### src/rtl/core/amgs_pkg.sv
// shared constants, codes and types of the adjacency matrix graph store
package amgs_pkg;

  localparam int MAX_VERTICES = 16;
  localparam int WEIGHT_BITS  = 16;
  localparam int VERTEX_BITS  = $clog2(MAX_VERTICES);
  localparam int ADDR_BITS    = 2 * VERTEX_BITS;
  localparam int DEPTH        = MAX_VERTICES * MAX_VERTICES;
  localparam int COUNT_BITS   = $clog2(MAX_VERTICES + 1);
  localparam int LIM_BITS     = VERTEX_BITS + 1;

  // field widths of the stream items
  localparam int OP_BITS        = 2;
  localparam int ID_BITS        = 4;
  localparam int IN_WEIGHT_BITS = 16;
  localparam int TOTAL_BITS     = 5;

  // configuration port
  localparam int CFG_INDEX_BITS = 1;
  localparam int CFG_DATA_BITS  = 5;
  localparam int LIMIT_BITS     = 5;
  localparam logic [LIMIT_BITS-1:0] LIMIT_RESET = 5'd16;
  localparam logic [CFG_INDEX_BITS-1:0] CFG_DIRECTED = 1'd0;
  localparam logic [CFG_INDEX_BITS-1:0] CFG_LIMIT    = 1'd1;

  localparam logic [OP_BITS-1:0] OP_ADD    = 2'd0;
  localparam logic [OP_BITS-1:0] OP_REMOVE = 2'd1;
  localparam logic [OP_BITS-1:0] OP_EDGE   = 2'd2;

  typedef enum logic [1:0] {
    STATUS_DONE,
    STATUS_SAME,
    STATUS_ERROR
  } status_t;

  // op, the first field of the stream item, sits in the lowest bits
  typedef struct packed {
    logic [IN_WEIGHT_BITS-1:0] weight;
    logic [ID_BITS-1:0]        vertex_b;
    logic [ID_BITS-1:0]        vertex_a;
    logic [OP_BITS-1:0]        op;
  } item_t;

  typedef struct packed {
    logic                  graph_empty;
    logic [TOTAL_BITS-1:0] vertex_total;
    status_t               status;
  } result_t;

  typedef struct packed {
    logic                   we;
    logic [ADDR_BITS-1:0]   waddr;
    logic [WEIGHT_BITS-1:0] wdata;
    logic                   re;
    logic [ADDR_BITS-1:0]   raddr;
  } ram_req_t;

  localparam int S_TDATA_BITS = (($bits(item_t) + 7) / 8) * 8;
  localparam int M_TDATA_BITS = (($bits(result_t) + 7) / 8) * 8;

endpackage

### src/rtl/core/amgs_ram.sv
// weight matrix storage: one write port, one read port with registered data
module amgs_ram (
  input  logic                                clk,
  input  amgs_pkg::ram_req_t                  req,
  output logic [amgs_pkg::WEIGHT_BITS-1:0]    rdata
);
  import amgs_pkg::*;

  logic [WEIGHT_BITS-1:0] mem [DEPTH];

  always_ff @(posedge clk) begin
    if (req.we) begin
      mem[req.waddr] <= req.wdata;
    end
    if (req.re) begin
      rdata <= mem[req.raddr];
    end
  end

endmodule

### config.mk
export PLATFORM = sky130hd
export DESIGN_NAME = amgs_ram
export DESIGN_NICKNAME = d
export VERILOG_FILES = /design/src/rtl/core/amgs_pkg.sv /design/src/rtl/core/amgs_ram.sv
export SDC_FILE = /design/constraint.sdc
export NUM_CORES = 2
export LEC_CHECK = 0
export ABC_AREA = 1
export BUFFER_PORTS_ARGS = -buffer_cell sky130_fd_sc_hd__buf_2
export CAP_MARGIN = 20
export CORE_AREA = 2 2 692 694
export CTS_BUF_LIST = sky130_fd_sc_hd__clkbuf_8
export CTS_CLUSTER_DIAMETER = 100
export CTS_CLUSTER_SIZE = 28
export DETAILED_ROUTE_END_ITERATION = 10
export DIE_AREA = 0 0 694 696
export SYNTH_ARGS = -nofsm -noshare
export SYNTH_HDL_FRONTEND = slang
export SYNTH_SLANG_ARGS = --single-unit
### constraint.sdc
create_clock -name clk -period 2.4 [get_ports clk]
set_input_delay 0.6 -clock clk [delete_from_list [all_inputs] [get_ports clk]]
set_output_delay 0.6 -clock clk [all_outputs]
set_load 0.01 [all_outputs]
==> flow_metrics.tcl <==
set metrics [dict create \
    status "finished with violations" \
    violations "negative setup slack" \
    first_global_vias 102080 \
    mostFrequentLayoutCells "sky130_fd_sc_hd__nand2_1 (4195), sky130_fd_sc_hd__edfxtp_1 (4112), sky130_fd_sc_hd__nand3_1 (4035), sky130_fd_sc_hd__buf_4 (775), sky130_fd_sc_hd__buf_12 (507)" \
    cell_internal_power_mw 89.4 \
    mostFrequentLayoutCell "sky130_fd_sc_hd__nand2_1" \
    post-route-drc-count 0 \
    power_switching_mw 28.7 \
    final-hold-violation-count 0 \
    post-place-ws_ns -0.937 \
    fin_crit_sh_pct 119 \
    cap_viol_max_count 0 \
    timing.final.max_slew_violations 0 \
    clk_latency_ns 1.16 \
    routabilityCongestion 0.905 \
    crit_required_ns 1.80 \
    hold_slack_ns 0.126 \
    synthesis.area_um2 166000 \
    numClockSinks 4112 \
    number_of_nets_in_the_layout 14237 \
    die_w_um 694 \
    grt_first_pass_wirelength_mm 722 \
    timing.clock.skew_ns 0.102 \
    clock_tree_from_tritoncts "yes" \
    syn_to_final_growth_pct 13.3 \
    cts.clk_slew.worst_paths_ns 0.17 \
    max-vdd-ir-drop_mv 0.440 \
    final.min_clock_period_ns 2.84 \
    wirelength_mm 501 \
    post-synth-top-area-fraction_pct 74.4 \
    sequential_cell_area_um2 123000 \
    switching_share_pct 24.3 \
    maximum_number_of_pins_on_one_net_before_global_route_repair 90 \
    timing.critical_path.max_delay_family "flip-flops" \
    vias 109872 \
    num_io_pins 51 \
    initial_utilization_pct 34.8 \
    globalRoute.totalOverflow 0 \
    core_um2 476000 \
    path_cells "buf_2" \
    cells_taking_the_most_area_after_synthesis "sky130_fd_sc_hd__edfxtp_1 (74%), sky130_fd_sc_hd__nand3_1 (12%), sky130_fd_sc_hd__nand2_1 (9.5%)" \
    critical_path.slowest_cell "sky130_fd_sc_hd__edfxtp_1" \
    worst-slew-pin-transition_ns 0.862 \
    setup.worst_path.end_class "output pin" \
    comb_power_share_pct 9.4 \
    path_buf_inv 1 \
    critical_path.startpoint_type "flip-flop" \
    die_h_um 696 \
    setup-violations-final 16 \
    multi_input_comb_area_um2 37100 \
    seq_power_share_pct 67.1 \
    synthDistinctLibCells 14 \
    drtIter0Drc 14673 \
    wl_per_cell_um 24.4 \
    placement_rows 254 \
    utilization_pct 39.5 \
    drtPass1Iterations 6 \
    drive_gt1_share_pct 11.0 \
    max_slew_margin_pct 42.5 \
    avgViaCountPerCell 5.36 \
    post-dp-hpwl_mm 325 \
    ctsRootBufferMaster "sky130_fd_sc_hd__clkbuf_8" \
    power_per_cell_area_nw_per_um2 628 \
    cpPeakStageDelay_ns 0.84 \
    timing.final.ws_setup_ns -0.444 \
    synth_top_area_cell "sky130_fd_sc_hd__edfxtp_1" \
    hold_path.class "input pin to flip-flop" \
    synth_fp_nets 13652 \
    pwr-share-clk_pct 23.6 \
    syn_area_per_cell_um2 12.2 \
    cts_setup_buffers 0 \
    die_area_um2 483000 \
    total_power_mw 118 \
    synth_seq_area_share_pct 74.4 \
    path_class "flip-flop to output pin" \
    cts_buffers 173 \
    buffer_ports.inserted 50 \
    setup_repair_after_global_routing_missed_its_margin "yes" \
    yosys_register_bits 4112 \
    leakage_nw 64.9 \
    place.detailed.instances 20282 \
    critical_path_arrival_ns 2.24 \
    final_antenna_net_count 0 \
    global_route.usage.total_pct 20.1 \
    layoutNonFillerInstCount 20514 \
    filler_cell_count 44472 \
    htreeDepth 4 \
    synth-warning-count 0 \
    initial_antenna_violation_count 33 \
    synthCells 13617 \
    clock_tree.buffer_depth 4 \
    critical_path_peak_fanout 1 \
    clock.fmax_mhz 352 \
]
-- flip-flops by register name, indices dropped and copies added (netlist names) --
| register | count |
|---|---|
| mem | 4096 |
| rdata | 16 |
-- synth_stat cells --
master / number
sky130_fd_sc_hd__nand3_1: 4035
sky130_fd_sc_hd__buf_1: 70
sky130_fd_sc_hd__nand2_1: 4211
sky130_fd_sc_hd__buf_8: 1
sky130_fd_sc_hd__inv_4: 2
sky130_fd_sc_hd__edfxtp_1: 4112
sky130_fd_sc_hd__buf_6: 53
sky130_fd_sc_hd__inv_1: 35
sky130_fd_sc_hd__buf_12: 1
sky130_fd_sc_hd__buf_2: 495
sky130_fd_sc_hd__clkbuf_1: 154
sky130_fd_sc_hd__buf_4: 163
sky130_fd_sc_hd__inv_2: 2
sky130_fd_sc_hd__nor2_1: 283
-- logic make-up (layout without fill, tap and decap cells) --
logic type,count (synthesis),after routing,share of synthesized area [%]
flip-flops,4112,4112,74.4
AND/OR/NAND/NOR,8529,8529,22.3
other,0,16,0
buffers and inverters,976,1585,3.21
-- area by class of cell --
type                       instances  area share, %
multi-input combinational       8529           19.8
clock buffer                     176           1.29
clock inverter                    23          0.130
antenna                           16         0.0213
inverter                          39          0.106
tap                             6272           4.17
sequential                      4112           65.7
timing repair buffer            1347           8.85
-- metrics by stage --
step	instance area [um^2]	TNS [ns]
2_1_floorplan	166000	-15.74
3_3_place_gp	185000	-18.27
3_5_place_dp	185000	-17.29
4_1_cts	188000	-5.69
5_1_grt	188000	-4.27
6_report	188000	-4.10
-- power by group through the flow --
stage / Sequential (mW) / Clock (mW) / Combinational, mW
floorplan: 80.8 / 0 / 4.89
global placement: 80.8 / 0 / 10.8
detailed placement: 80.8 / 0 / 10.9
CTS: 79.2 / 28.3 / 11.0
global route: 79.2 / 30.3 / 11.8
finish: 79.2 / 27.8 / 11.1
-- timing repair --
action                                 in CTS  in global routing
hold buffers                               17                  0
gates resized for setup                     4                  6
endpoints found under the hold margin     722                  0
setup endpoints to repair                  16                 16
-- layer usage --
layer | track usage, % | wire length [um]
met1 | 28.7 | 209000
met2 | 31.4 | 228000
met3 | 2.97 | 44800
met4 | 7.04 | 18700
met5 | 0 | 166
-- path summary, 6_finish.rpt --
| kind | startpoint | to | slack (ns) | depth (start not counted) |
|---|---|---|---|---|
| setup / recovery | rdata[10]$_DFFE_PP_ | rdata[10] | -0.44 | 1 |
| hold reg to reg | mem[24][3]$_DFFE_PP_ | rdata[3]$_DFFE_PP_ | 1.07 | 10 |
| hold / removal | req[7] | rdata[3]$_DFFE_PP_ | 0.13 | 3 |
| setup reg to reg | mem[169][0]$_DFFE_PP_ | rdata[0]$_DFFE_PP_ | 0.13 | 10 |
Note: power is estimated with default switching activity, not from simulation.
