==> config.mk <==
export PLATFORM = sky130hd
export DESIGN_NAME = amgs_seq
export DESIGN_NICKNAME = d
export VERILOG_FILES = /design/src/rtl/core/amgs_pkg.sv /design/src/rtl/core/amgs_seq.sv
export SDC_FILE = /design/constraint.sdc
export NUM_CORES = 1
export LEC_CHECK = 0
export BUFFER_PORTS_ARGS = -buffer_cell sky130_fd_sc_hd__buf_2
export CAP_MARGIN = 20
export CORE_UTILIZATION = 35
export DETAILED_ROUTE_END_ITERATION = 10
export PLACE_DENSITY = 0.63
export SETUP_SLACK_MARGIN = 0.2
export SYNTH_ARGS = -nofsm -noshare
export SYNTH_HDL_FRONTEND = slang
export SYNTH_SLANG_ARGS = --single-unit
==> constraint.sdc <==
create_clock -name clk -period 4.12 [get_ports clk]
set_input_delay 0.206 -clock clk [delete_from_list [all_inputs] [get_ports clk]]
set_output_delay 0.206 -clock clk [all_outputs]
set_load 0.03 [all_outputs]
==> src/rtl/core/amgs_pkg.sv <==
// shared constants, codes and types of the adjacency matrix graph store
package amgs_pkg;

  localparam int MAX_VERTICES = 16;
  localparam int WEIGHT_BITS  = 16;
  localparam int VERTEX_BITS  = $clog2(MAX_VERTICES);
  localparam int ADDR_BITS    = 2 * VERTEX_BITS;
  localparam int DEPTH        = MAX_VERTICES * MAX_VERTICES;
  localparam int COUNT_BITS   = $clog2(MAX_VERTICES + 1);
  localparam int LIM_BITS     = VERTEX_BITS + 1;

  // field widths of the stream items
  localparam int OP_BITS        = 2;
  localparam int ID_BITS        = 4;
  localparam int IN_WEIGHT_BITS = 16;
  localparam int TOTAL_BITS     = 5;

  // configuration port
  localparam int CFG_INDEX_BITS = 1;
  localparam int CFG_DATA_BITS  = 5;
  localparam int LIMIT_BITS     = 5;
  localparam logic [LIMIT_BITS-1:0] LIMIT_RESET = 5'd16;
  localparam logic [CFG_INDEX_BITS-1:0] CFG_DIRECTED = 1'd0;
  localparam logic [CFG_INDEX_BITS-1:0] CFG_LIMIT    = 1'd1;

  localparam logic [OP_BITS-1:0] OP_ADD    = 2'd0;
  localparam logic [OP_BITS-1:0] OP_REMOVE = 2'd1;
  localparam logic [OP_BITS-1:0] OP_EDGE   = 2'd2;

  typedef enum logic [1:0] {
    STATUS_DONE,
    STATUS_SAME,
    STATUS_ERROR
  } status_t;

  // op, the first field of the stream item, sits in the lowest bits
  typedef struct packed {
    logic [IN_WEIGHT_BITS-1:0] weight;
    logic [ID_BITS-1:0]        vertex_b;
    logic [ID_BITS-1:0]        vertex_a;
    logic [OP_BITS-1:0]        op;
  } item_t;

  typedef struct packed {
    logic                  graph_empty;
    logic [TOTAL_BITS-1:0] vertex_total;
    status_t               status;
  } result_t;

  typedef struct packed {
    logic                   we;
    logic [ADDR_BITS-1:0]   waddr;
    logic [WEIGHT_BITS-1:0] wdata;
    logic                   re;
    logic [ADDR_BITS-1:0]   raddr;
  } ram_req_t;

  localparam int S_TDATA_BITS = (($bits(item_t) + 7) / 8) * 8;
  localparam int M_TDATA_BITS = (($bits(result_t) + 7) / 8) * 8;

endpackage

==> src/rtl/core/amgs_seq.sv <==
// operation sequencer: vertex flags, count, config registers and matrix access
module amgs_seq (
  input  logic                                  clk,
  input  logic                                  rst,
  input  amgs_pkg::item_t                       s_item,
  input  logic                                  s_valid,
  output logic                                  s_ready,
  input  logic                                  cfg_valid,
  input  logic [amgs_pkg::CFG_INDEX_BITS-1:0]   cfg_index,
  input  logic [amgs_pkg::CFG_DATA_BITS-1:0]    cfg_data,
  output amgs_pkg::ram_req_t                    ram_req,
  input  logic [amgs_pkg::WEIGHT_BITS-1:0]      ram_rdata,
  input  logic                                  out_free,
  output logic                                  res_valid,
  output amgs_pkg::result_t                     res
);
  import amgs_pkg::*;

  typedef enum logic [2:0] {
    ST_CLEAR,
    ST_IDLE,
    ST_CHECK,
    ST_CHECK_B,
    ST_COMPARE,
    ST_MIRROR,
    ST_SWEEP,
    ST_DONE
  } state_t;

  state_t                  state;
  item_t                   item;
  logic [ADDR_BITS-1:0]    cnt;
  logic [MAX_VERTICES-1:0] vertex_used;
  logic [COUNT_BITS-1:0]   used_count;
  status_t                 status;
  logic                    directed;
  logic [LIMIT_BITS-1:0]   limit;

  logic [LIM_BITS-1:0]    eff_lim;
  logic [VERTEX_BITS-1:0] a_idx;
  logic [VERTEX_BITS-1:0] b_idx;
  logic [VERTEX_BITS-1:0] used_sel;
  logic [VERTEX_BITS-1:0] sweep_i;
  logic                   used_bit;
  logic                   a_bad;
  logic                   b_bad;
  logic                   sweep_last;
  logic [WEIGHT_BITS-1:0] weight;

  always_comb begin
    if (limit == '0) begin
      eff_lim = LIM_BITS'(1);
    end else if (int'(limit) > MAX_VERTICES) begin
      eff_lim = LIM_BITS'(MAX_VERTICES);
    end else begin
      eff_lim = LIM_BITS'(limit);
    end
  end

  assign a_idx      = VERTEX_BITS'(item.vertex_a);
  assign b_idx      = VERTEX_BITS'(item.vertex_b);
  assign a_bad      = item.vertex_a >= eff_lim;
  assign b_bad      = item.vertex_b >= eff_lim;
  // one flag lookup a cycle: source first, destination in its own step
  assign used_sel   = (state == ST_CHECK_B) ? b_idx : a_idx;
  assign used_bit   = vertex_used[used_sel];
  assign weight     = WEIGHT_BITS'($signed(item.weight));
  // sweep alternates row entry and column entry of the removed vertex
  assign sweep_i    = cnt[VERTEX_BITS:1];
  assign sweep_last = &cnt[VERTEX_BITS:0];
  assign s_ready    = (state == ST_IDLE);

  always_comb begin
    ram_req = '0;
    case (state)
      ST_CLEAR: begin
        ram_req.we    = 1'b1;
        ram_req.waddr = cnt;
      end
      ST_CHECK_B: begin
        ram_req.re    = 1'b1;
        ram_req.raddr = {a_idx, b_idx};
      end
      ST_COMPARE: begin
        ram_req.we    = (ram_rdata != weight);
        ram_req.waddr = {a_idx, b_idx};
        ram_req.wdata = weight;
      end
      ST_MIRROR: begin
        ram_req.we    = 1'b1;
        ram_req.waddr = {b_idx, a_idx};
        ram_req.wdata = weight;
      end
      ST_SWEEP: begin
        ram_req.we    = 1'b1;
        ram_req.waddr = cnt[0] ? {sweep_i, a_idx} : {a_idx, sweep_i};
      end
      default: begin
        ram_req = '0;
      end
    endcase
  end

  always_comb begin
    res.status       = status;
    res.vertex_total = TOTAL_BITS'(used_count);
    res.graph_empty  = (used_count == '0);
  end

  always_ff @(posedge clk) begin
    if (rst) begin
      state       <= ST_CLEAR;
      cnt         <= '0;
      vertex_used <= '0;
      used_count  <= '0;
      directed    <= 1'b0;
      limit       <= LIMIT_RESET;
      res_valid   <= 1'b0;
    end else begin
      res_valid <= 1'b0;
      if (cfg_valid) begin
        case (cfg_index)
          CFG_DIRECTED: directed <= cfg_data[0];
          CFG_LIMIT:    limit    <= cfg_data[LIMIT_BITS-1:0];
          default:      ;
        endcase
      end
      case (state)
        ST_CLEAR: begin
          cnt <= cnt + 1'b1;
          if (&cnt) begin
            state <= ST_IDLE;
          end
        end
        ST_IDLE: begin
          if (s_valid) begin
            item  <= s_item;
            state <= ST_CHECK;
          end
        end
        ST_CHECK: begin
          state <= ST_DONE;
          case (item.op)
            OP_ADD: begin
              if (a_bad) begin
                status <= STATUS_ERROR;
              end else if (used_bit) begin
                status <= STATUS_SAME;
              end else begin
                vertex_used[a_idx] <= 1'b1;
                used_count         <= used_count + 1'b1;
                status             <= STATUS_DONE;
              end
            end
            OP_REMOVE: begin
              if (a_bad) begin
                status <= STATUS_ERROR;
              end else if (!used_bit) begin
                status <= STATUS_SAME;
              end else begin
                cnt   <= '0;
                state <= ST_SWEEP;
              end
            end
            OP_EDGE: begin
              if (a_bad || b_bad || !used_bit) begin
                status <= STATUS_ERROR;
              end else begin
                state <= ST_CHECK_B;
              end
            end
            default: begin
              status <= STATUS_ERROR;
            end
          endcase
        end
        ST_CHECK_B: begin
          if (!used_bit) begin
            status <= STATUS_ERROR;
            state  <= ST_DONE;
          end else begin
            state <= ST_COMPARE;
          end
        end
        ST_COMPARE: begin
          if (ram_rdata == weight) begin
            status <= STATUS_SAME;
            state  <= ST_DONE;
          end else begin
            status <= STATUS_DONE;
            state  <= directed ? ST_DONE : ST_MIRROR;
          end
        end
        ST_MIRROR: begin
          state <= ST_DONE;
        end
        ST_SWEEP: begin
          cnt <= cnt + 1'b1;
          if (sweep_last) begin
            vertex_used[a_idx] <= 1'b0;
            used_count         <= used_count - 1'b1;
            status             <= STATUS_DONE;
            state              <= ST_DONE;
          end
        end
        ST_DONE: begin
          if (out_free) begin
            res_valid <= 1'b1;
            state     <= ST_IDLE;
          end
        end
        default: begin
          state <= ST_IDLE;
        end
      endcase
    end
  end

  a_count_matches_flags: assert property (@(posedge clk) disable iff (rst)
    int'(used_count) == $countones(vertex_used))
    else $error("vertex count differs from used flags");

  a_write_states: assert property (@(posedge clk) disable iff (rst)
    ram_req.we |-> (state == ST_CLEAR || state == ST_COMPARE ||
                    state == ST_MIRROR || state == ST_SWEEP))
    else $error("matrix write outside a writing step");

  a_mirror_undirected: assert property (@(posedge clk) disable iff (rst)
    state == ST_MIRROR |-> (!directed && $past(state) == ST_COMPARE))
    else $error("mirror write without an undirected forward write");

  a_result_has_room: assert property (@(posedge clk) disable iff (rst)
    res_valid |-> $past(out_free))
    else $error("result issued while output register busy");

endmodule

==> results of run 1 <==
cell families after synthesis:
kind of cell | share of synthesized area (%)
flops | 37.8
xor+xnor | 4.50
mux | 3.27
fa+ha+maj | 5.14
compound gates | 22.9
simple gates | 21.0
buf+inv | 5.31
Yosys cell counts, drive strengths merged (9+ instances only):
| library cell | number |
|---|---|
| a31oi | 14 |
| and2 | 23 |
| o21ai | 14 |
| a311oi | 14 |
| nand2b | 9 |
| xor2 | 15 |
| inv | 21 |
| nor2 | 37 |
| ha | 16 |
| nor2b | 12 |
| nand3 | 16 |
| nand2 | 32 |
| clkbuf | 22 |
| dfxtp | 39 |
| nor3 | 17 |
| edfxtp | 28 |
| mux2i | 14 |
| a21oi | 30 |
area by class of cell:
class                           count  area share [%]
Multi-Input combinational cell    356            47.3
Sequential cell                    67            31.3
Clock buffer                       10            4.41
Inverter                           21            1.52
Tap cell                          147            3.55
Timing Repair Buffer              103            10.3
Clock inverter                      6            1.71
through the flow:
stage	setup slack (ns)	utilization, %	area, sq um
finish	0.721	43.4	5190
global route	0.483	43.4	5190
CTS	0.805	43.4	5190
detailed placement	0.843	40.7	4870
global placement	0.982	40.7	4870
floorplan	1.04	-	4290
layer usage:
metal	wire length, microns	part of all wire, %
met1	5090	42
met4	128	1.1
met5	0	0
met3	880	7.3
met2	5990	50
power by group through the flow:
stage | clock network (mW) | logic [mW] | registers (mW)
finish | 0.831 | 0.0797 | 0.705
global route | 0.872 | 0.0884 | 0.706
CTS | 0.845 | 0.0805 | 0.705
detailed placement | 0 | 0.0803 | 0.719
global placement | 0 | 0.0790 | 0.719
floorplan | 0 | 0.0456 | 0.714
worst reg2reg max path, cell delays in order (launching register included):
cell	delay (ns)
edfxtp_1	0.68
inv_1	0.25
ha_1	0.34
nand2b_1	0.14
a21o_1	0.17
a21o_1	0.19
a2111o_1	0.42
nand2_1	0.61
a31oi_1	0.18
a311oi_1	0.32
cells in the final DEF (no fill, tap or decap), types with 3 or more instances in the layout:
cell       count
o211ai_1       4
and3_1         3
nand2_1       32
buf_2         96
edfxtp_1      28
a41oi_1        3
nor3_1        16
o41ai_2        3
nand4_1        5
nand3_1       16
a31oi_1       14
or3_1          3
o21ai_0       14
clkbuf_16      9
o21bai_1       3
inv_1         19
xnor2_1        7
a21o_1         6
nand2b_1       9
xor2_1        15
o22ai_1        5
a211oi_1       7
nor2_1        35
nor2b_1       12
a21oi_1       29
mux2i_1       14
dfxtp_1       39
nor4_1         3
and2_1        23
a31o_2         3
a41o_1         3
a311oi_1      14
ha_1          16
a221oi_1       3
buf_4          7
a221o_1        3
final timing paths:
| check | startpoint | endpoint | slack (ns) | depth (start not counted) |
|---|---|---|---|---|
| setup / recovery | a_idx[0] | flop | 0.72 | 9 |
| hold / removal | s_item[14] | weight[4] | 0.04 | 1 |
| setup reg to reg | a_idx[0] | flop | 0.72 | 9 |
| hold reg to reg | flop | flop | 0.45 | 2 |
==> report_table.html, run 1 <==
<table>
<tr><th>Metric</th><th>Value</th></tr>
<tr><th colspan="2">CTS</th></tr>
<tr><td>Maximum level of the CTS H-tree</td><td>3</td></tr>
<tr><td>Insertion delay of the later-clocked pin in the worst-skew pair</td><td>roughly 0.34 ns</td></tr>
<tr><td>Clock transition at the registers of the reported paths</td><td>approximately 0.060 ns</td></tr>
<tr><td>Cell at the root of the clock tree</td><td>clkbuf_16</td></tr>
<tr><td>Post-cts gate resize count</td><td>0</td></tr>
<tr><td>Number of clock sinks</td><td>67</td></tr>
<tr><td>TritonCTS clock tree</td><td>done</td></tr>
<tr><td>Hold buffer count at cts</td><td>0</td></tr>
<tr><td>Number of post-CTS setup repair buffers</td><td>0</td></tr>
<tr><td>Number of buffers on the longest clock path</td><td>2</td></tr>
<tr><td>CTS Buf Count</td><td>9</td></tr>
<tr><th colspan="2">Global route</th></tr>
<tr><td>Wire length of the first global-routing pass</td><td>between 15 and 20 mm</td></tr>
<tr><td>Via count of the first global-routing pass</td><td>3935</td></tr>
<tr><td>Met2 demand-to-capacity share in global routing</td><td>around a third</td></tr>
<tr><td>Met1 Resource Use GR</td><td>23.8%</td></tr>
<tr><td>Maximum number of pins on one net before global-route repair</td><td>48</td></tr>
<tr><td>Total Routing Usage GR</td><td>approximately a fifth</td></tr>
<tr><td>Most Crowded Layer GR</td><td>met2</td></tr>
<tr><td>Antenna violations before repair</td><td>0</td></tr>
<tr><td>Met3 track demand over resource in global routing</td><td>between 5 and 6%</td></tr>
<tr><td>Total congestion overflow</td><td>0</td></tr>
<tr><th colspan="2">Pwr</th></tr>
<tr><td>Static Leak</td><td>2.16 nW</td></tr>
<tr><td>Power density over the cells</td><td>around 310 nW/um^2</td></tr>
<tr><td>Share of power burned in the clock network</td><td>51.5%</td></tr>
<tr><td>Design internal power</td><td>approximately 1.3 mW</td></tr>
<tr><td>Share of total power in sequential cells</td><td>a little over two fifths</td></tr>
<tr><td>Worst-case vdd ir drop</td><td>around 0.00028 V</td></tr>
<tr><td>Switching Share</td><td>a little over a fifth</td></tr>
<tr><td>Logic gate share of total power</td><td>approximately 5%</td></tr>
<tr><td>Final Total Pwr</td><td>1.62 mW</td></tr>
<tr><td>Net switching component of the power</td><td>around 0.35 mW</td></tr>
<tr><th colspan="2">Timing</th></tr>
<tr><td>Worst hold slack</td><td>0.0354 ns</td></tr>
<tr><td>Post-route clock skew</td><td>about 0.006 ns</td></tr>
<tr><td>Pins over their slew limit</td><td>0</td></tr>
<tr><td>Setup Total Neg Slack</td><td>0 ns</td></tr>
<tr><td>Final-report hold violation count</td><td>0</td></tr>
<tr><td>Unrepaired setup endpoints after global routing</td><td>false</td></tr>
<tr><td>Worst-Margin Slew</td><td>a little under 0.9 ns</td></tr>
<tr><td>Post-route fraction of the period consumed by the critical path</td><td>82.5%</td></tr>
<tr><td>Final critical path time including I/O delays and setup</td><td>3.40 ns</td></tr>
<tr><td>Number of setup violations in the final report</td><td>0</td></tr>
<tr><td>Peak clock frequency supported by timing</td><td>roughly 300 MHz</td></tr>
<tr><td>Max transition margin</td><td>a little over 40%</td></tr>
<tr><th colspan="2">Floorplanning</th></tr>
<tr><td>Starting density of the core</td><td>35.8%</td></tr>
<tr><td>Die Span X</td><td>about 110 microns</td></tr>
<tr><td>Die Outline Area</td><td>~13000 sq um</td></tr>
<tr><td>Die height</td><td>113 microns</td></tr>
<tr><td>Area of the core</td><td>approximately 12000 sq um</td></tr>
<tr><td>I/O pin count</td><td>a little under 100</td></tr>
<tr><td>Number of core rows</td><td>40</td></tr>
<tr><th colspan="2">Yosys</th></tr>
<tr><td>Synthesized Nets</td><td>about 540</td></tr>
<tr><td>Total of warnings raised by yosys</td><td>0</td></tr>
<tr><td>Unique cell type count in the Yosys netlist</td><td>65</td></tr>
<tr><td>Largest area contributor in the netlist</td><td>edfxtp_1</td></tr>
<tr><td>Count of flip-flops with a built-in enable after synthesis</td><td>28</td></tr>
<tr><td>Synth top area share</td><td>approximately a fifth</td></tr>
<tr><td>Most used DFF post-synth</td><td>dfxtp_1</td></tr>
<tr><td>Async set-reset flop share out of synthesis</td><td>0%</td></tr>
<tr><td>Number of cells produced by synthesis</td><td>474</td></tr>
<tr><td>Mean Syn Cell Area</td><td>9.04 sq um</td></tr>
<tr><td>Sequential-to-total area share from yosys stat</td><td>about 38%</td></tr>
<tr><td>Count of state elements after synthesis</td><td>67</td></tr>
<tr><td>Top cells by area, synth</td><td>edfxtp_1, dfxtp_1, ha_1, a21oi_1, and2_1</td></tr>
<tr><td>Post-synthesis instance area</td><td>~4300 sq um</td></tr>
<tr><th colspan="2">Worst setup path</th></tr>
<tr><td>Critical path's most frequent cell</td><td>a21o_1</td></tr>
<tr><td>Nature of the critical path startpoint</td><td>flop</td></tr>
<tr><td>Maximum net fanout on the critical path</td><td>24</td></tr>
<tr><td>Number of buffers and inverters on the critical path</td><td>1</td></tr>
<tr><td>Crit path largest cell delay</td><td>around 0.68 ns</td></tr>
<tr><td>Slowest stage cell, crit path</td><td>edfxtp_1</td></tr>
<tr><td>Top delay family on crit path</td><td>compound AO/OA/AOI/OAI gates</td></tr>
<tr><td>Data arrival time at the worst-slack endpoint</td><td>between 3 and 4 ns</td></tr>
<tr><td>Worst setup path class</td><td>flop to flop</td></tr>
<tr><td>Cells traversed along the worst timing path</td><td>inv_1 &gt; ha_1 &gt; nand2b_1 &gt; a21o_1 &gt; a21o_1 &gt; a2111o_1 &gt; nand2_1 &gt; a31oi_1 &gt; a311oi_1</td></tr>
<tr><td>Data required, critical path</td><td>~4.4 ns</td></tr>
<tr><td>Critical Path Sink Type</td><td>flop</td></tr>
<tr><th colspan="2">Layout</th></tr>
<tr><td>Layout filler cell count</td><td>between 1k and 1.5k</td></tr>
<tr><td>Final-stage net count</td><td>~630</td></tr>
<tr><td>Storage element area</td><td>around 1600 sq um</td></tr>
<tr><td>Layout cell share with drive strength beyond 1</td><td>between 20 and 30%</td></tr>
<tr><td>Final Instance Count excl. Fillers</td><td>710</td></tr>
<tr><td>Area of combinational cells with multiple inputs</td><td>~2500 sq um</td></tr>
<tr><td>N_diodes</td><td>0</td></tr>
<tr><td>Synth-to-layout area growth</td><td>21.0%</td></tr>
<tr><th colspan="2">Drt</th></tr>
<tr><td>Detail-routed via count per cell</td><td>~5.6</td></tr>
<tr><td>Number of design rule violations left after detail routing</td><td>0</td></tr>
<tr><td>Starting DRC count in detailed routing</td><td>roughly 330</td></tr>
<tr><td>Residual antenna-violating net count after detailed routing</td><td>0</td></tr>
<tr><td>Routed WL per cell</td><td>between 15 and 20 microns</td></tr>
<tr><td>DRT Pass-1 Iters</td><td>4</td></tr>
<tr><td>Final routed wirelength across all metal layers</td><td>12.1 mm</td></tr>
<tr><td>Routed via count</td><td>a little under 4k</td></tr>
<tr><th colspan="2">Place</th></tr>
<tr><td>Number of I/O port buffers</td><td>between 90 and 100</td></tr>
<tr><td>HPWL after detailed placement</td><td>just under 9 mm</td></tr>
<tr><td>Number of cells in the design after placement</td><td>approximately 700</td></tr>
<tr><td>Placer's final routability congestion estimate</td><td>just under 0.9</td></tr>
<tr><th colspan="2">Job</th></tr>
<tr><td>Max cap viols</td><td>0</td></tr>
<tr><th colspan="2">Run status</th></tr>
<tr><td>Run status</td><td>completed</td></tr>
<tr><th colspan="2">Hold path</th></tr>
<tr><td>Tightest Hold Check Type</td><td>input port to flop</td></tr>
</table>
Power figures use the tool's default switching activity.
==> run 2: changes to the inputs <==
--- a/config.mk
+++ b/config.mk
@@ -9,7 +9,7 @@
 export CAP_MARGIN = 20
 export CORE_UTILIZATION = 35
 export DETAILED_ROUTE_END_ITERATION = 10
-export PLACE_DENSITY = 0.63
+export PLACE_DENSITY = 0.61
 export SETUP_SLACK_MARGIN = 0.2
 export SYNTH_ARGS = -nofsm -noshare
 export SYNTH_HDL_FRONTEND = slang
==> constraint.sdc (replaced) <==
create_clock -name clk -period 3.38 [get_ports clk]
set_input_delay 0.169 -clock clk [delete_from_list [all_inputs] [get_ports clk]]
set_output_delay 0.169 -clock clk [all_outputs]
set_load 0.03 [all_outputs]
==> report_table.html, run 2 (same netlist as run 1, synthesis figures left out) <==
<table>
<tr><th>Metric</th><th>Value</th></tr>
<tr><th colspan="2">CTS</th></tr>
<tr><td>Insertion delay of the later-clocked pin in the worst-skew pair</td><td>0.33 ns (was 0.34 ns)</td></tr>
<tr><td>Hold buffer count at cts</td><td>0 (unchanged)</td></tr>
<tr><td>Clock transition at the registers of the reported paths</td><td>0.06 ns (about the same)</td></tr>
<tr><td>Post-cts gate resize count</td><td>0 (unchanged)</td></tr>
<tr><td>Number of buffers on the longest clock path</td><td>2 (unchanged)</td></tr>
<tr><td>TritonCTS clock tree</td><td>done (unchanged)</td></tr>
<tr><td>Number of post-CTS setup repair buffers</td><td>0 (unchanged)</td></tr>
<tr><td>Maximum level of the CTS H-tree</td><td>3 (unchanged)</td></tr>
<tr><td>Cell at the root of the clock tree</td><td>clkbuf_16 (unchanged)</td></tr>
<tr><td>CTS Buf Count</td><td>9 (unchanged)</td></tr>
<tr><td>Number of clock sinks</td><td>67 (unchanged)</td></tr>
<tr><th colspan="2">Timing</th></tr>
<tr><td>Final-report hold violation count</td><td>0 (unchanged)</td></tr>
<tr><td>Peak clock frequency supported by timing</td><td>356 MHz (was 294 MHz)</td></tr>
<tr><td>Pins over their slew limit</td><td>0 (unchanged)</td></tr>
<tr><td>Post-route clock skew</td><td>0.00689 ns (was 0.00592 ns)</td></tr>
<tr><td>Unrepaired setup endpoints after global routing</td><td>false (unchanged)</td></tr>
<tr><td>Post-route fraction of the period consumed by the critical path</td><td>83.1% (was 82.5%)</td></tr>
<tr><td>Final critical path time including I/O delays and setup</td><td>2.81 ns (was 3.40 ns)</td></tr>
<tr><td>Setup Total Neg Slack</td><td>0 ns (unchanged)</td></tr>
<tr><td>Max transition margin</td><td>42.0% (was 41.0%)</td></tr>
<tr><td>Worst-Margin Slew</td><td>0.870 ns (was 0.884 ns)</td></tr>
<tr><td>Number of setup violations in the final report</td><td>0 (unchanged)</td></tr>
<tr><th colspan="2">Global route</th></tr>
<tr><td>Maximum number of pins on one net before global-route repair</td><td>47 (was 48)</td></tr>
<tr><td>Met2 demand-to-capacity share in global routing</td><td>33.8% (was 34.3%)</td></tr>
<tr><td>Most Crowded Layer GR</td><td>met2 (unchanged)</td></tr>
<tr><td>Antenna violations before repair</td><td>0 (unchanged)</td></tr>
<tr><td>Wire length of the first global-routing pass</td><td>19.6 mm (was 19.4 mm)</td></tr>
<tr><td>Total congestion overflow</td><td>0 (unchanged)</td></tr>
<tr><td>Met3 track demand over resource in global routing</td><td>5.13% (was 5.78%)</td></tr>
<tr><td>Via count of the first global-routing pass</td><td>3917 (was 3935)</td></tr>
<tr><td>Total Routing Usage GR</td><td>19.7% (was 19.8%)</td></tr>
<tr><td>Met1 Resource Use GR</td><td>23.8% (unchanged)</td></tr>
<tr><th colspan="2">Layout</th></tr>
<tr><td>Synth-to-layout area growth</td><td>21.2% (was 21.0%)</td></tr>
<tr><td>Final-stage net count</td><td>630 (was 628)</td></tr>
<tr><td>Post-layout util</td><td>43.4% (about the same)</td></tr>
<tr><td>Most common cell after layout, fill and taps aside</td><td>buf_2 (unchanged)</td></tr>
<tr><td>N_diodes</td><td>0 (unchanged)</td></tr>
<tr><td>Layout cell share with drive strength beyond 1</td><td>25.1% (was 25.2%)</td></tr>
<tr><td>Post-Layout Inst Area</td><td>5190 sq um (about the same)</td></tr>
<tr><td>Highest-count cells in the layout ignoring fill and taps</td><td>buf_2, dfxtp_1, nor2_1, nand2_1, a21oi_1 (unchanged)</td></tr>
<tr><th colspan="2">Worst setup path</th></tr>
<tr><td>Crit path largest cell delay</td><td>0.54 ns (was 0.68 ns)</td></tr>
<tr><td>Cells traversed along the worst timing path</td><td>nand3b_4 &gt; a21o_4 &gt; a221o_1 &gt; and3_4 &gt; a22oi_4 &gt; nor2_2 &gt; o41ai_2 (was inv_1 &gt; ha_1 &gt; nand2b_1 &gt; a21o_1 &gt; a21o_1 &gt; a2111o_1 &gt; nand2_1 &gt; a31oi_1 &gt; a311oi_1)</td></tr>
<tr><td>Nature of the critical path startpoint</td><td>flop (unchanged)</td></tr>
<tr><td>Maximum net fanout on the critical path</td><td>22 (was 24)</td></tr>
<tr><td>Data required, critical path</td><td>3.61 ns (was 4.36 ns)</td></tr>
<tr><td>Top delay family on crit path</td><td>compound AO/OA/AOI/OAI gates (unchanged)</td></tr>
<tr><td>Slowest stage cell, crit path</td><td>dfxtp_1 (was edfxtp_1)</td></tr>
<tr><td>Worst setup path class</td><td>flop to flop (unchanged)</td></tr>
<tr><td>Number of buffers and inverters on the critical path</td><td>0 (was 1)</td></tr>
<tr><td>Critical Path Sink Type</td><td>flop (unchanged)</td></tr>
<tr><td>Data arrival time at the worst-slack endpoint</td><td>3.04 ns (was 3.64 ns)</td></tr>
<tr><th colspan="2">Place</th></tr>
<tr><td>HPWL after detailed placement</td><td>8.89 mm (was 8.82 mm)</td></tr>
<tr><td>Placer's final routability congestion estimate</td><td>0.856 (was 0.867)</td></tr>
<tr><td>Placed cell area</td><td>4880 sq um (was 4870 sq um)</td></tr>
<tr><td>Number of I/O port buffers</td><td>96 (unchanged)</td></tr>
<tr><th colspan="2">Drt</th></tr>
<tr><td>Residual antenna-violating net count after detailed routing</td><td>0 (unchanged)</td></tr>
<tr><td>Detail-routed via count per cell</td><td>5.60 (was 5.56)</td></tr>
<tr><td>Routed WL per cell</td><td>17.0 microns (about the same)</td></tr>
<tr><td>Final routed wirelength across all metal layers</td><td>12.1 mm (about the same)</td></tr>
<tr><td>Starting DRC count in detailed routing</td><td>206 (was 333)</td></tr>
<tr><td>Routed via count</td><td>3988 (was 3950)</td></tr>
<tr><td>Number of design rule violations left after detail routing</td><td>0 (unchanged)</td></tr>
<tr><td>DRT Pass-1 Iters</td><td>5 (was 4)</td></tr>
<tr><th colspan="2">Hold path</th></tr>
<tr><td>Tightest Hold Check Type</td><td>input port to flop (unchanged)</td></tr>
<tr><th colspan="2">Floorplanning</th></tr>
<tr><td>Area of the core</td><td>12000 sq um (unchanged)</td></tr>
<tr><td>Starting density of the core</td><td>35.8% (unchanged)</td></tr>
<tr><td>I/O pin count</td><td>97 (unchanged)</td></tr>
<tr><td>Die Span X</td><td>113 microns (unchanged)</td></tr>
<tr><td>Number of core rows</td><td>40 (unchanged)</td></tr>
<tr><td>Die Outline Area</td><td>12700 sq um (unchanged)</td></tr>
<tr><td>Die height</td><td>113 microns (unchanged)</td></tr>
<tr><th colspan="2">Pwr</th></tr>
<tr><td>Power density over the cells</td><td>376 nW/um^2 (was 312 nW/um^2)</td></tr>
<tr><td>Worst-case vdd ir drop</td><td>0.000312 V (was 0.000279 V)</td></tr>
<tr><td>Static Leak</td><td>2.17 nW (was 2.16 nW)</td></tr>
<tr><th colspan="2">Run status</th></tr>
<tr><td>Run status</td><td>completed (unchanged)</td></tr>
<tr><th colspan="2">Job</th></tr>
<tr><td>Max cap viols</td><td>0 (unchanged)</td></tr>
</table>
## run 2: cell type report
type | instances | area (sq um)
repair buffers | 105 | 548
multi-input cells | 356 | 2450
clock inverters | 5 | 77.6
flip-flops and latches | 67 | 1620
clock buffers | 11 | 233
well taps | 147 | 184
inverters | 21 | 78.8
fillers | 1169 | 6770
## run 2: worst reg2reg max path: stages (launching register included)
cell and delay [ns]:
dfxtp_1 0.54, nand3b_4 0.23, a21o_4 0.30, a221o_1 0.38, and3_4 0.17, a22oi_4 0.54, nor2_2 0.21, o41ai_2 0.32
## run 2: worst paths after layout
path / start / endpoint / slack [ns] / cells past startpoint
max: state[1] / cnt[4] / 0.57 / 7
min reg2reg: limit[0] / limit[0] / 0.46 / 2
max reg2reg: state[1] / cnt[4] / 0.57 / 7
min: s_item[23] / weight[13] / 0.006 / 1
## run 2: per-stage QoR
step	setup WS, ns	cells	power (mW)	hold slack [ns]
2_1_floorplan	0.303	474	0.926	0.268
3_3_place_gp	0.663	696	0.974	0.346
3_5_place_dp	0.570	696	0.976	0.347
4_1_cts	0.557	712	1.97	0.00228
5_1_grt	0.304	712	2.01	0.00246
6_report	0.571	712	1.95	0.00624
## run 2: report_power, final
group,switching (mW),total [mW],internal [mW]
registers,0.0112,0.860,0.848
logic,0.0499,0.0983,0.0485
clock network,0.350,0.994,0.644
total,0.411,1.95,1.54
## run 2: per-layer routing
layer,routed length (microns),vias to the layer above
met5,0,-
li1,-,1927
met3,820,21
met4,278,0
met1,5080,1874
met2,5960,166
==> run 3: changes to the inputs <==
--- a/config.mk
+++ b/config.mk
@@ -5,6 +5,7 @@
 export SDC_FILE = /design/constraint.sdc
 export NUM_CORES = 1
 export LEC_CHECK = 0
+export ABC_AREA = 1
 export BUFFER_PORTS_ARGS = -buffer_cell sky130_fd_sc_hd__buf_2
 export CAP_MARGIN = 20
 export CORE_UTILIZATION = 35
==> constraint.sdc (replaced) <==
create_clock -name clk -period 2.9 [get_ports clk]
set_input_delay 0.145 -clock clk [delete_from_list [all_inputs] [get_ports clk]]
set_output_delay 0.145 -clock clk [all_outputs]
set_load 0.03 [all_outputs]
==> report_table.html, run 3 <==
<table>
<tr><th>Metric</th><th>Value</th></tr>
<tr><th colspan="2">Run status</th></tr>
<tr><td>Run status</td><td>completed (unchanged)</td></tr>
<tr><th colspan="2">Drt</th></tr>
<tr><td>Routed via count</td><td>4387 (was 3988)</td></tr>
<tr><td>Final routed wirelength across all metal layers</td><td>12.7 mm (was 12.1 mm)</td></tr>
<tr><td>DRT Pass-1 Iters</td><td>5 (unchanged)</td></tr>
<tr><td>Detail-routed via count per cell</td><td>4.84 (was 5.60)</td></tr>
<tr><td>Residual antenna-violating net count after detailed routing</td><td>0 (unchanged)</td></tr>
<tr><td>Routed WL per cell</td><td>13.9 microns (was 17.0 microns)</td></tr>
<tr><td>Number of design rule violations left after detail routing</td><td>0 (unchanged)</td></tr>
<tr><td>Starting DRC count in detailed routing</td><td>218 (was 206)</td></tr>
<tr><th colspan="2">Pwr</th></tr>
<tr><td>Static Leak</td><td>2.72 nW (was 2.17 nW)</td></tr>
<tr><td>Worst-case vdd ir drop</td><td>0.000369 V (was 0.000312 V)</td></tr>
<tr><td>Final Total Pwr</td><td>2.37 mW (was 1.95 mW)</td></tr>
<tr><td>Power density over the cells</td><td>408 nW/um^2 (was 376 nW/um^2)</td></tr>
<tr><th colspan="2">Yosys</th></tr>
<tr><td>Largest area contributor in the netlist</td><td>edfxtp_1 (unchanged)</td></tr>
<tr><td>Multiplexer share of the synthesized area</td><td>0.461% (was 3.27%)</td></tr>
<tr><td>Adder-cell share of the synthesized area</td><td>5.07% (was 5.14%)</td></tr>
<tr><td>Dominant combinational cell family by area after synthesis</td><td>simple AND/OR/NAND/NOR gates (was compound AO/OA/AOI/OAI gates)</td></tr>
<tr><td>Count of flip-flops with a built-in enable after synthesis</td><td>28 (unchanged)</td></tr>
<tr><td>Unique cell type count in the Yosys netlist</td><td>41 (was 65)</td></tr>
<tr><td>Total of warnings raised by yosys</td><td>0 (unchanged)</td></tr>
<tr><td>Sequential-to-total area share from yosys stat</td><td>37.4% (was 37.8%)</td></tr>
<tr><td>Async set-reset flop share out of synthesis</td><td>0% (unchanged)</td></tr>
<tr><td>Xor-xnor portion of the synthesized cell area</td><td>3.23% (was 4.50%)</td></tr>
<tr><td>Count of state elements after synthesis</td><td>67 (unchanged)</td></tr>
<tr><td>Synthesized Nets</td><td>671 (was 544)</td></tr>
<tr><td>Number of cells produced by synthesis</td><td>601 (was 474)</td></tr>
<tr><td>Most common library cells after synthesis</td><td>nand2_1, nor2_1, inv_1 (was dfxtp_1, nor2_1, nand2_1)</td></tr>
<tr><td>Post-synthesis instance area</td><td>4340 sq um (was 4290 sq um)</td></tr>
<tr><td>Post-synthesis share of cell area spent on and, or, nand and nor gates</td><td>32.9% (was 21.0%)</td></tr>
<tr><td>Synth top area share</td><td>19.4% (was 19.6%)</td></tr>
<tr><td>Top cells by area, synth</td><td>edfxtp_1, dfxtp_1, nand2_1, nor2_1, inv_1 (was edfxtp_1, dfxtp_1, ha_1, a21oi_1, and2_1)</td></tr>
<tr><td>Most used DFF post-synth</td><td>dfxtp_1 (unchanged)</td></tr>
<tr><td>Compound-gate portion of the synthesized area</td><td>10.7% (was 22.9%)</td></tr>
<tr><td>Mean Syn Cell Area</td><td>7.22 sq um (was 9.04 sq um)</td></tr>
<tr><th colspan="2">Worst setup path</th></tr>
<tr><td>Nature of the critical path startpoint</td><td>flop (unchanged)</td></tr>
<tr><td>Top delay family on crit path</td><td>simple AND/OR/NAND/NOR gates (was compound AO/OA/AOI/OAI gates)</td></tr>
<tr><td>Cells traversed along the worst timing path</td><td>or4_4 &gt; nand2_4 &gt; nand2_1 &gt; ha_1 &gt; a21o_1 &gt; a22oi_2 &gt; nand3_2 &gt; nor2_2 &gt; o21a_4 &gt; buf_12 &gt; nand2_4 &gt; o21ai_0 &gt; nor2_1 (was nand3b_4 &gt; a21o_4 &gt; a221o_1 &gt; and3_4 &gt; a22oi_4 &gt; nor2_2 &gt; o41ai_2)</td></tr>
<tr><td>Data arrival time at the worst-slack endpoint</td><td>2.96 ns (was 3.04 ns)</td></tr>
<tr><td>Slowest stage cell, crit path</td><td>or4_4 (was dfxtp_1)</td></tr>
<tr><td>Maximum net fanout on the critical path</td><td>6 (was 22)</td></tr>
<tr><td>Data required, critical path</td><td>3.13 ns (was 3.61 ns)</td></tr>
<tr><td>Number of buffers and inverters on the critical path</td><td>1 (was 0)</td></tr>
<tr><td>Worst setup path class</td><td>flop to flop (unchanged)</td></tr>
<tr><td>Worst-case register-to-register setup slack</td><td>0.17 ns (was 0.57 ns)</td></tr>
<tr><td>Critical path's most frequent cell</td><td>nand2_4</td></tr>
<tr><td>Crit path largest cell delay</td><td>0.56 ns (was 0.54 ns)</td></tr>
<tr><td>Critical Path Sink Type</td><td>flop (unchanged)</td></tr>
<tr><th colspan="2">Global route</th></tr>
<tr><td>Total congestion overflow</td><td>0 (unchanged)</td></tr>
<tr><td>Wire length of the first global-routing pass</td><td>20.4 mm (was 19.6 mm)</td></tr>
<tr><td>Antenna violations before repair</td><td>0 (unchanged)</td></tr>
<tr><td>Total Routing Usage GR</td><td>20.4% (was 19.7%)</td></tr>
<tr><td>Via count of the first global-routing pass</td><td>4348 (was 3917)</td></tr>
<tr><td>Maximum number of pins on one net before global-route repair</td><td>31 (was 47)</td></tr>
<tr><th colspan="2">CTS</th></tr>
<tr><td>TritonCTS clock tree</td><td>done (unchanged)</td></tr>
<tr><td>Cell at the root of the clock tree</td><td>clkbuf_16 (unchanged)</td></tr>
<tr><td>CTS Buf Count</td><td>9 (unchanged)</td></tr>
<tr><td>Number of buffers on the longest clock path</td><td>2 (unchanged)</td></tr>
<tr><td>Insertion delay of the later-clocked pin in the worst-skew pair</td><td>0.34 ns (was 0.33 ns)</td></tr>
<tr><td>Clock transition at the registers of the reported paths</td><td>0.06 ns (about the same)</td></tr>
<tr><td>Maximum level of the CTS H-tree</td><td>3 (unchanged)</td></tr>
<tr><td>Number of clock sinks</td><td>67 (unchanged)</td></tr>
<tr><th colspan="2">Place</th></tr>
<tr><td>Number of I/O port buffers</td><td>96 (unchanged)</td></tr>
<tr><td>Pre-CTS setup slack</td><td>0.0590 ns (was 0.570 ns)</td></tr>
<tr><td>Placer's final routability congestion estimate</td><td>0.853 (was 0.856)</td></tr>
<tr><td>HPWL after detailed placement</td><td>9.01 mm (was 8.89 mm)</td></tr>
<tr><th colspan="2">Hold path</th></tr>
<tr><td>Tightest Hold Check Type</td><td>input port to flop (unchanged)</td></tr>
<tr><th colspan="2">Timing</th></tr>
<tr><td>Peak clock frequency supported by timing</td><td>366 MHz (was 356 MHz)</td></tr>
<tr><td>Final-report hold violation count</td><td>0 (unchanged)</td></tr>
<tr><td>Final critical path time including I/O delays and setup</td><td>2.73 ns (was 2.81 ns)</td></tr>
<tr><td>Pins over their slew limit</td><td>0 (unchanged)</td></tr>
<tr><td>Setup Total Neg Slack</td><td>0 ns (unchanged)</td></tr>
<tr><td>Max transition margin</td><td>53.9% (was 42.0%)</td></tr>
<tr><td>Post-route clock skew</td><td>0.00374 ns (was 0.00689 ns)</td></tr>
<tr><td>Slack of the critical path</td><td>0.169 ns (was 0.571 ns)</td></tr>
<tr><td>Post-route fraction of the period consumed by the critical path</td><td>94.2% (was 83.1%)</td></tr>
<tr><td>Number of setup violations in the final report</td><td>0 (unchanged)</td></tr>
<tr><td>Unrepaired setup endpoints after global routing</td><td>true (was false)</td></tr>
<tr><td>Worst-Margin Slew</td><td>0.685 ns (was 0.870 ns)</td></tr>
<tr><th colspan="2">Layout</th></tr>
<tr><td>N_diodes</td><td>0 (unchanged)</td></tr>
<tr><td>Layout filler cell count</td><td>1186 (was 1169)</td></tr>
<tr><td>Highest-count cells in the layout ignoring fill and taps</td><td>nor2_1, nand2_1, buf_2, inv_1, dfxtp_1 (was buf_2, dfxtp_1, nor2_1, nand2_1, a21oi_1)</td></tr>
<tr><td>Synth-to-layout area growth</td><td>34.2% (was 21.2%)</td></tr>
<tr><td>Most common cell after layout, fill and taps aside</td><td>nor2_1 (was buf_2)</td></tr>
<tr><td>Layout cell share with drive strength beyond 1</td><td>24.5% (was 25.1%)</td></tr>
<tr><td>Final-stage net count</td><td>804 (was 630)</td></tr>
<tr><th colspan="2">Job</th></tr>
<tr><td>Max cap viols</td><td>0 (unchanged)</td></tr>
<tr><th colspan="2">Floorplanning</th></tr>
<tr><td>Die height</td><td>113 microns (about the same)</td></tr>
<tr><td>Starting density of the core</td><td>36.0% (was 35.8%)</td></tr>
<tr><td>Number of core rows</td><td>40 (unchanged)</td></tr>
<tr><td>Die Span X</td><td>113 microns (about the same)</td></tr>
<tr><td>I/O pin count</td><td>97 (unchanged)</td></tr>
<tr><td>Area of the core</td><td>12100 sq um (was 12000 sq um)</td></tr>
<tr><td>Die Outline Area</td><td>12800 sq um (was 12700 sq um)</td></tr>
</table>
-- run 3: what timing repair did --
item,4_1_cts,5_1_grt
hold buffers,26,0
resized for setup,10,24
setup endpoints to repair,29,34
cloned,1,1
endpoints found under the hold margin,26,0
setup buffers,3,3
pin swaps,5,15
-- run 3: metal layers --
layer	routed length [microns]	vias to the layer above	part of all wire (%)	GRT usage, %
met5	0	-	0	0
met4	212	0	1.7	7.98
met1	5500	1986	43	23.9
met2	6080	160	48	35.5
met3	865	22	6.8	5.52
li1	-	2219	-	-
-- run 3: worst register-to-register path: cells and delay by family (launching register included) --
kind                       cells  cell delay (ns)
DFF                            1             0.32
AOI/OAI and AO/OA              4             0.77
adders and majority gates      1             0.20
buffers and inverters          1             0.15
and+or+nand+nor                7             1.19
-- run 3: logic make-up after synthesis --
kind of cell               after synthesis
AOI/OAI and AO/OA                       77
xor gates and xnor gates                16
adders and majority gates               17
DFF                                     67
muxes                                    2
and+or+nand+nor                        314
buffers and inverters                  108
-- run 3: where the power goes --
group / switching [mW] / total [mW] / internal (mW) / leakage [nW]
sequential: 0.0101 / 1.00 / 0.991 / 0.568
clock: 0.412 / 1.19 / 0.776 / 0.155
combinational: 0.0920 / 0.186 / 0.0940 / 2.00
total: 0.514 / 2.37 / 1.86 / 2.72
-- run 3: through the flow --
stage               std cells  utilization, %  hold WS (ns)  cell area, sq um
floorplan                 601               -         0.214              4340
global placement          857            41.5         0.322              5010
detailed placement        857            41.5         0.323              5010
CTS                       903            47.2       0.00482              5690
global route              907            48.3        0.0108              5820
finish                    907            48.3        0.0164              5820
-- run 3: path summary, 6_finish.rpt --
kind,start,to,depth (start not counted)
setup reg to reg,limit[1],used_count[0],13
setup / recovery,limit[1],used_count[0],13
hold / removal,cfg_data[4],limit[4],3
hold reg to reg,flop,flop,2
-- run 3: final cells by class --
| class | instances | area [sq um] | area share, % |
|---|---|---|---|
| clock buffer | 12 | 246 | 4.23 |
| clock inverter | 4 | 72.6 | 1.25 |
| timing repair buffer | 140 | 926 | 15.9 |
| multi-input combinational | 426 | 2400 | 41.3 |
| inverter | 90 | 340 | 5.84 |
| sequential | 67 | 1620 | 27.9 |
| tap | 168 | 210 | 3.61 |
